==> config.mk <==
export PLATFORM = sky130hd
export DESIGN_NAME = bra_ctrl
export DESIGN_NICKNAME = d
export VERILOG_FILES = /design/src/bra_pkg.sv /design/src/bra_ctrl.sv
export SDC_FILE = /design/constraint.sdc
export NUM_CORES = 1
export LEC_CHECK = 0
export BUFFER_PORTS_ARGS = -buffer_cell sky130_fd_sc_hd__buf_2
export CAP_MARGIN = 10
export CORE_ASPECT_RATIO = 0.9
export CORE_UTILIZATION = 40
export CTS_CLUSTER_DIAMETER = 150
export DETAILED_ROUTE_END_ITERATION = 6
export PLACE_DENSITY = 0.68
export SYNTH_ARGS = -nofsm -noshare
export SYNTH_HDL_FRONTEND = slang
export SYNTH_SLANG_ARGS = --single-unit
==> constraint.sdc <==
create_clock -name clk -period 1.4 [get_ports clk]
set_input_delay 0 -clock clk [delete_from_list [all_inputs] [get_ports clk]]
set_output_delay 0 -clock clk [all_outputs]
set_load 0.05 [all_outputs]
==> src/bra_pkg.sv <==
// Shared types and constants of the bitmap run allocator.
// Used by every module of the block; depends on nothing else.
`timescale 1ns / 1ps
`default_nettype none

package bra_pkg;

    // Field widths of the request and result words.
    localparam int TOK_W = 13;
    localparam int SZ_W  = 25;
    localparam int ST_W  = 2;
    localparam int FN_W  = 2;

    // Default sizing of the unit map.
    localparam int MAX_UNITS_DEF  = 4096;
    localparam int UNIT_BYTES_DEF = 4096;

    // Function codes.
    localparam logic [FN_W-1:0] FUNC_ALLOC = 2'd0;
    localparam logic [FN_W-1:0] FUNC_FREE  = 2'd1;
    localparam logic [FN_W-1:0] FUNC_CHECK = 2'd2;

    // Result status codes.
    localparam logic [ST_W-1:0] ST_OK      = 2'd0;
    localparam logic [ST_W-1:0] ST_INVALID = 2'd1;
    localparam logic [ST_W-1:0] ST_NOSPACE = 2'd2;

    // Configuration register indexes and reset values.
    localparam int                CFG_IDX_W       = 1;
    localparam logic [CFG_IDX_W-1:0] CFG_TOTAL_UNITS = 1'b0;
    localparam logic [CFG_IDX_W-1:0] CFG_STORE_BYTES = 1'b1;
    localparam logic [TOK_W-1:0]  TOTAL_UNITS_RST = 13'd4096;
    localparam logic [SZ_W-1:0]   STORE_BYTES_RST = 25'd16777216;

    typedef struct packed {
        logic [FN_W-1:0]  func;
        logic [TOK_W-1:0] token;
        logic [SZ_W-1:0]  size_bytes;
    } bra_req_t;

    typedef struct packed {
        logic [ST_W-1:0]  status;
        logic [TOK_W-1:0] new_token;
        logic [TOK_W-1:0] used_count;
    } bra_rsp_t;

    typedef enum logic [3:0] {
        S_CLEAR,
        S_IDLE,
        S_DIV,
        S_CHK,
        S_SCAN,
        S_MARK,
        S_HINT,
        S_VER,
        S_UNMARK,
        S_FIN
    } bra_state_t;

    typedef enum logic [3:0] {
        OP_NONE,
        OP_LOAD,
        OP_WIPE,
        OP_DIV,
        OP_SCAN_INIT,
        OP_SCAN,
        OP_MARK,
        OP_HINT,
        OP_VER_INIT,
        OP_VER,
        OP_UNMARK,
        OP_DONE
    } bra_op_t;

    // Command from the controller to the datapath.
    typedef struct packed {
        bra_op_t         op;
        logic [ST_W-1:0] res;
    } bra_cmd_t;

    // Status from the datapath to the controller.
    typedef struct packed {
        logic wipe_last;
        logic req_bad;
        logic no_room;
        logic is_alloc;
        logic is_free;
        logic scan_found;
        logic scan_miss;
        logic mark_last;
        logic hint_stop;
        logic ver_fail;
        logic ver_last;
    } bra_sts_t;

endpackage

`default_nettype wire

==> src/bra_ctrl.sv <==
// Controller of the bitmap run allocator: sequences clearing, division,
// search, marking, hint scan, verification and unmarking. Uses bra_pkg.
`timescale 1ns / 1ps
`default_nettype none

module bra_ctrl (
    input  wire logic          clk,
    input  wire logic          rst_n,
    input  wire logic          start,
    input  bra_pkg::bra_sts_t  sts,
    output bra_pkg::bra_cmd_t  cmd,
    output logic               busy
);

    bra_pkg::bra_state_t state_reg, state_next;

    // State register.
    always_ff @(posedge clk or negedge rst_n)
    begin
        if (!rst_n)
        begin
            state_reg <= bra_pkg::S_CLEAR;
        end
        else
        begin
            state_reg <= state_next;
        end
    end

    // Next state.
    always_comb
    begin
        state_next = state_reg;
        unique case (state_reg)
            bra_pkg::S_CLEAR:
            begin
                if (sts.wipe_last) state_next = bra_pkg::S_IDLE;
            end
            bra_pkg::S_IDLE:
            begin
                if (start) state_next = bra_pkg::S_DIV;
            end
            bra_pkg::S_DIV:
            begin
                state_next = bra_pkg::S_CHK;
            end
            bra_pkg::S_CHK:
            begin
                priority if (sts.req_bad)                  state_next = bra_pkg::S_IDLE;
                else if (sts.is_alloc && sts.no_room)     state_next = bra_pkg::S_IDLE;
                else if (sts.is_alloc)                    state_next = bra_pkg::S_SCAN;
                else                                      state_next = bra_pkg::S_VER;
            end
            bra_pkg::S_SCAN:
            begin
                priority if (sts.scan_found) state_next = bra_pkg::S_MARK;
                else if (sts.scan_miss)      state_next = bra_pkg::S_IDLE;
            end
            bra_pkg::S_MARK:
            begin
                if (sts.mark_last) state_next = bra_pkg::S_HINT;
            end
            bra_pkg::S_HINT:
            begin
                if (sts.hint_stop) state_next = bra_pkg::S_IDLE;
            end
            bra_pkg::S_VER:
            begin
                priority if (sts.ver_fail)         state_next = bra_pkg::S_IDLE;
                else if (sts.ver_last && sts.is_free) state_next = bra_pkg::S_UNMARK;
                else if (sts.ver_last)             state_next = bra_pkg::S_IDLE;
            end
            bra_pkg::S_UNMARK:
            begin
                if (sts.mark_last) state_next = bra_pkg::S_FIN;
            end
            bra_pkg::S_FIN:
            begin
                state_next = bra_pkg::S_IDLE;
            end
            default:
            begin
                state_next = bra_pkg::S_IDLE;
            end
        endcase
    end

    // Commands to the datapath.
    always_comb
    begin
        cmd.op  = bra_pkg::OP_NONE;
        cmd.res = bra_pkg::ST_OK;
        unique case (state_reg)
            bra_pkg::S_CLEAR:
            begin
                cmd.op = bra_pkg::OP_WIPE;
            end
            bra_pkg::S_IDLE:
            begin
                if (start) cmd.op = bra_pkg::OP_LOAD;
            end
            bra_pkg::S_DIV:
            begin
                cmd.op = bra_pkg::OP_DIV;
            end
            bra_pkg::S_CHK:
            begin
                priority if (sts.req_bad)
                begin
                    cmd.op  = bra_pkg::OP_DONE;
                    cmd.res = bra_pkg::ST_INVALID;
                end
                else if (sts.is_alloc && sts.no_room)
                begin
                    cmd.op  = bra_pkg::OP_DONE;
                    cmd.res = bra_pkg::ST_NOSPACE;
                end
                else if (sts.is_alloc)
                begin
                    cmd.op = bra_pkg::OP_SCAN_INIT;
                end
                else
                begin
                    cmd.op = bra_pkg::OP_VER_INIT;
                end
            end
            bra_pkg::S_SCAN:
            begin
                priority if (sts.scan_found)
                begin
                    cmd.op = bra_pkg::OP_SCAN;
                end
                else if (sts.scan_miss)
                begin
                    cmd.op  = bra_pkg::OP_DONE;
                    cmd.res = bra_pkg::ST_NOSPACE;
                end
                else
                begin
                    cmd.op = bra_pkg::OP_SCAN;
                end
            end
            bra_pkg::S_MARK:
            begin
                cmd.op = bra_pkg::OP_MARK;
            end
            bra_pkg::S_HINT:
            begin
                cmd.op = sts.hint_stop ? bra_pkg::OP_DONE : bra_pkg::OP_HINT;
            end
            bra_pkg::S_VER:
            begin
                priority if (sts.ver_fail)
                begin
                    cmd.op  = bra_pkg::OP_DONE;
                    cmd.res = bra_pkg::ST_INVALID;
                end
                else if (sts.ver_last && !sts.is_free)
                begin
                    cmd.op = bra_pkg::OP_DONE;
                end
                else
                begin
                    cmd.op = bra_pkg::OP_VER;
                end
            end
            bra_pkg::S_UNMARK:
            begin
                cmd.op = bra_pkg::OP_UNMARK;
            end
            bra_pkg::S_FIN:
            begin
                cmd.op = bra_pkg::OP_DONE;
            end
            default:
            begin
                cmd.op = bra_pkg::OP_NONE;
            end
        endcase
    end

    assign busy = (state_reg != bra_pkg::S_IDLE);

endmodule

`default_nettype wire

==> results.py <==
metrics = {
    "outcome": {
        "status": "complete, but fails checks",
        "failed_checks": "design-rule violations, negative setup slack",
    },
    "power_and_ir_drop": {
        "power_density_nw_per_um2": 2150,
        "intPower_uw": 1130,
        "p_switching_uw": 1240,
        "p_seq_share_pct": 9.9,
        "p_leak_uw": 0.000474,
        "p_clk_share_pct": 6.6,
        "power_frac_comb_pct": 83.4,
        "peakVddDrop_mv": 1.38,
        "total_power_uw": 2370,
        "p_sw_share_pct": 52.2,
    },
    "clocking": {
        "clk_pin_slew_ns": 0.05,
        "cts-root-buf": "clkbuf_4",
        "insertion_delay_ns": 0.24,
        "cts_tree": "yes",
        "cts_buffer_depth": 2,
        "cts.sinks": 4,
        "cts_made_buffers": 3,
        "htree_num_levels": 1,
    },
    "placement": {
        "io_buffer_count": 20,
        "hpwl_um": 1590,
        "gp_congestion": 0.852,
        "pre_cts_ws_ns": -0.150,
    },
    "die": {
        "dieWidth_um": 43.9,
        "std_cell_rows": 13,
        "ios": 21,
        "die-area_um2": 1740,
        "design.core.area_um2": 1460,
        "die_h_um": 39.7,
        "start_util_pct": 43.2,
    },
    "global_route": {
        "grt_usage_pct": 27.6,
        "grt_pass1_wl_um": 3550,
        "grt_overflow": 0,
        "grt_pass1_vias": 791,
        "grt_max_degree": 10,
        "grt_antenna_before_repair": 0,
    },
    "synthesis": {
        "async_reset_ff_share_pct": 100,
        "synth.area.top_cells": "dfrtp_1, nand3b_1, nand2_1",
        "synthDominantCellAreaShare_pct": 15.8,
        "synth_nets": 97,
        "yosysSeqAreaShare_pct": 15.8,
        "synth_area_per_cell_um2": 7.61,
        "synth_seq_cells": 4,
        "yosysMostFrequentCell": "nand2_1",
        "synth_area_um2": 632,
        "synthTopCellsByCount": "nand2_1, nor2_1, o21ai_1",
        "synth_edf_count": 0,
        "syn_inst": 83,
        "synth_top_area_cell": "dfrtp_1",
        "ys_warn_count": 0,
        "yosysUniqueCellTypes": 46,
        "synth_ff_type": "dfrtp_1",
    },
    "cells_and_area": {
        "antennaDiodeCount": 0,
        "drive_gt1_share_pct": 62.0,
        "fin_nets": 137,
        "area_growth_pct": 74.9,
        "largest_reg_flops": 4,
        "fillCellCount": 107,
        "utilization_pct": 75.5,
    },
    "timing": {
        "finalHoldViolCount": 0,
        "setup_tns_ns": -1.36,
        "slew_headroom_pct": 78.1,
        "tightest_slew_ns": 0.319,
        "holdWs_ns": 0.0960,
        "slew_violations": 0,
        "clock_skew_ns": 0.00463,
        "max_freq_ghz": 0.615,
        "rsz0062_at_grt": "yes",
        "setup_ws_ns": -0.226,
        "timing.final.crit_share_pct": 116,
        "setup-violations-final": 9,
        "fin_crit_ns": 1.63,
    },
    "detailed_routing": {
        "dr.first_iter.drc_count": 31,
        "vias": 837,
        "post_drt_wl_per_cell_um": 16.9,
        "routed_wirelength_um": 2300,
        "dr.pass1.iters": 6,
        "viasPerCell": 6.15,
        "drc": 1,
        "ant_nets": 0,
    },
    "critical_path": {
        "timing.critical_path.buf_inv": 1,
        "endpoint_kind": "flop",
        "critPathKind": "reg -> reg",
        "critical_path.top_delay_family": "simple AND/OR/NAND/NOR gates",
        "required_ns": 1.55,
        "startpoint_type": "flop",
        "crit_slowest_cell": "or4b_4",
        "worstPathCellList": "buf_4 > or4b_4 > o311ai_4 > a211oi_2 > a221oi_2",
        "cp_data_arrival_time_ns": 1.78,
        "critPathMaxStageDelay_ns": 0.52,
        "path_max_fanout": 5,
    },
    "worst_hold_path": {
        "hold_class": "in -> async",
    },
    "flow_run": {
        "maxCapViolCount": 0,
    },
}
kinds of logic (layout without fill, tap and decap cells):
group / count (synthesis) / after routing / synth area share [%]
AOI/OAI and AO/OA: 32 / 32 / 39.4
buffers and inverters: 10 / 48 / 8.51
DFF: 4 / 4 / 15.8
muxes: 1 / 1 / 1.58
and+or+nand+nor: 36 / 36 / 34.7
path summary, 6_finish.rpt:
kind / depth (start not counted) / startpoint / endpoint / slack (ns)
hold / removal: 2 / rst_n / state_reg[2]$_DFFE_PN0P_ / 0.1
hold reg to reg: 2 / state_reg[0]$_DFFE_PN0P_ / state_reg[3]$_DFFE_PN0P_ / 0.71
max in group asynchronous: 2 / rst_n / state_reg[3]$_DFFE_PN0P_ / 1.17
min in group clk: 3 / sts[0] / state_reg[3]$_DFFE_PN0P_ / 0.15
setup / recovery: 5 / state_reg[2]$_DFFE_PN0P_ / state_reg[0]$_DFFE_PN0P_ / -0.23
setup reg to reg: 5 / state_reg[2]$_DFFE_PN0P_ / state_reg[0]$_DFFE_PN0P_ / -0.23
repair_timing:
item,CTS,global route
setup buffers,2,1
resized for setup,33,13
endpoints found under the hold margin,4,0
pin swaps,4,4
hold buffers,1,0
setup endpoints to repair,10,10
power by group through the flow:
stage / clock [uW] / sequential [uW] / combinational (uW)
after floorplan: 0 / 182 / 1150
after global placement: 0 / 226 / 1520
after detailed placement: 0 / 226 / 1550
after CTS: 152 / 232 / 1820
after global routing: 163 / 242 / 2090
final: 157 / 236 / 1980
per-stage QoR:
step | area, um^2 | std cells
4_1_cts | 1040 | 135
5_1_grt | 1100 | 136
2_1_floorplan | 672 | 83
3_3_place_gp | 883 | 129
3_5_place_dp | 883 | 129
6_report | 1100 | 136
cell type report:
type                            instances  area [um^2]  share of cell area (%)
Tap cell                               15         18.8                    1.70
Timing Repair Buffer                   42          324                    29.3
Multi-Input combinational cell         69          624                    56.5
Inverter                                3         11.3                    1.02
Clock buffer                            3         22.5                    2.04
Sequential cell                         4          104                    9.40
cells in the final DEF, fill, tap and decap left out, types with 2 or more instances in the layout:
master    count
buf_6        11
o21ai_2       4
nand2b_1      3
clkbuf_4      3
inv_1         3
a221oi_2      2
nor2_4        4
nand2_1       6
nor2b_4       2
buf_2        14
o32ai_1       2
nand3_1       3
o21ai_0       2
o211ai_1      2
nand3b_1      4
dfrtp_2       3
a211oi_2      2
buf_4        16
layer usage:
layer | wire length (um) | up-vias | GRT usage, % | part of all wire (%)
met4 | 13 | 0 | 4.55 | 0.57
met2 | 1150 | 35 | 49.6 | 50
met5 | 0 | - | 0 | 0
met3 | 117 | 2 | 2.76 | 5.1
li1 | - | 399 | - | -
met1 | 1020 | 401 | 36.2 | 44
(Power assumes the default switching activity.)
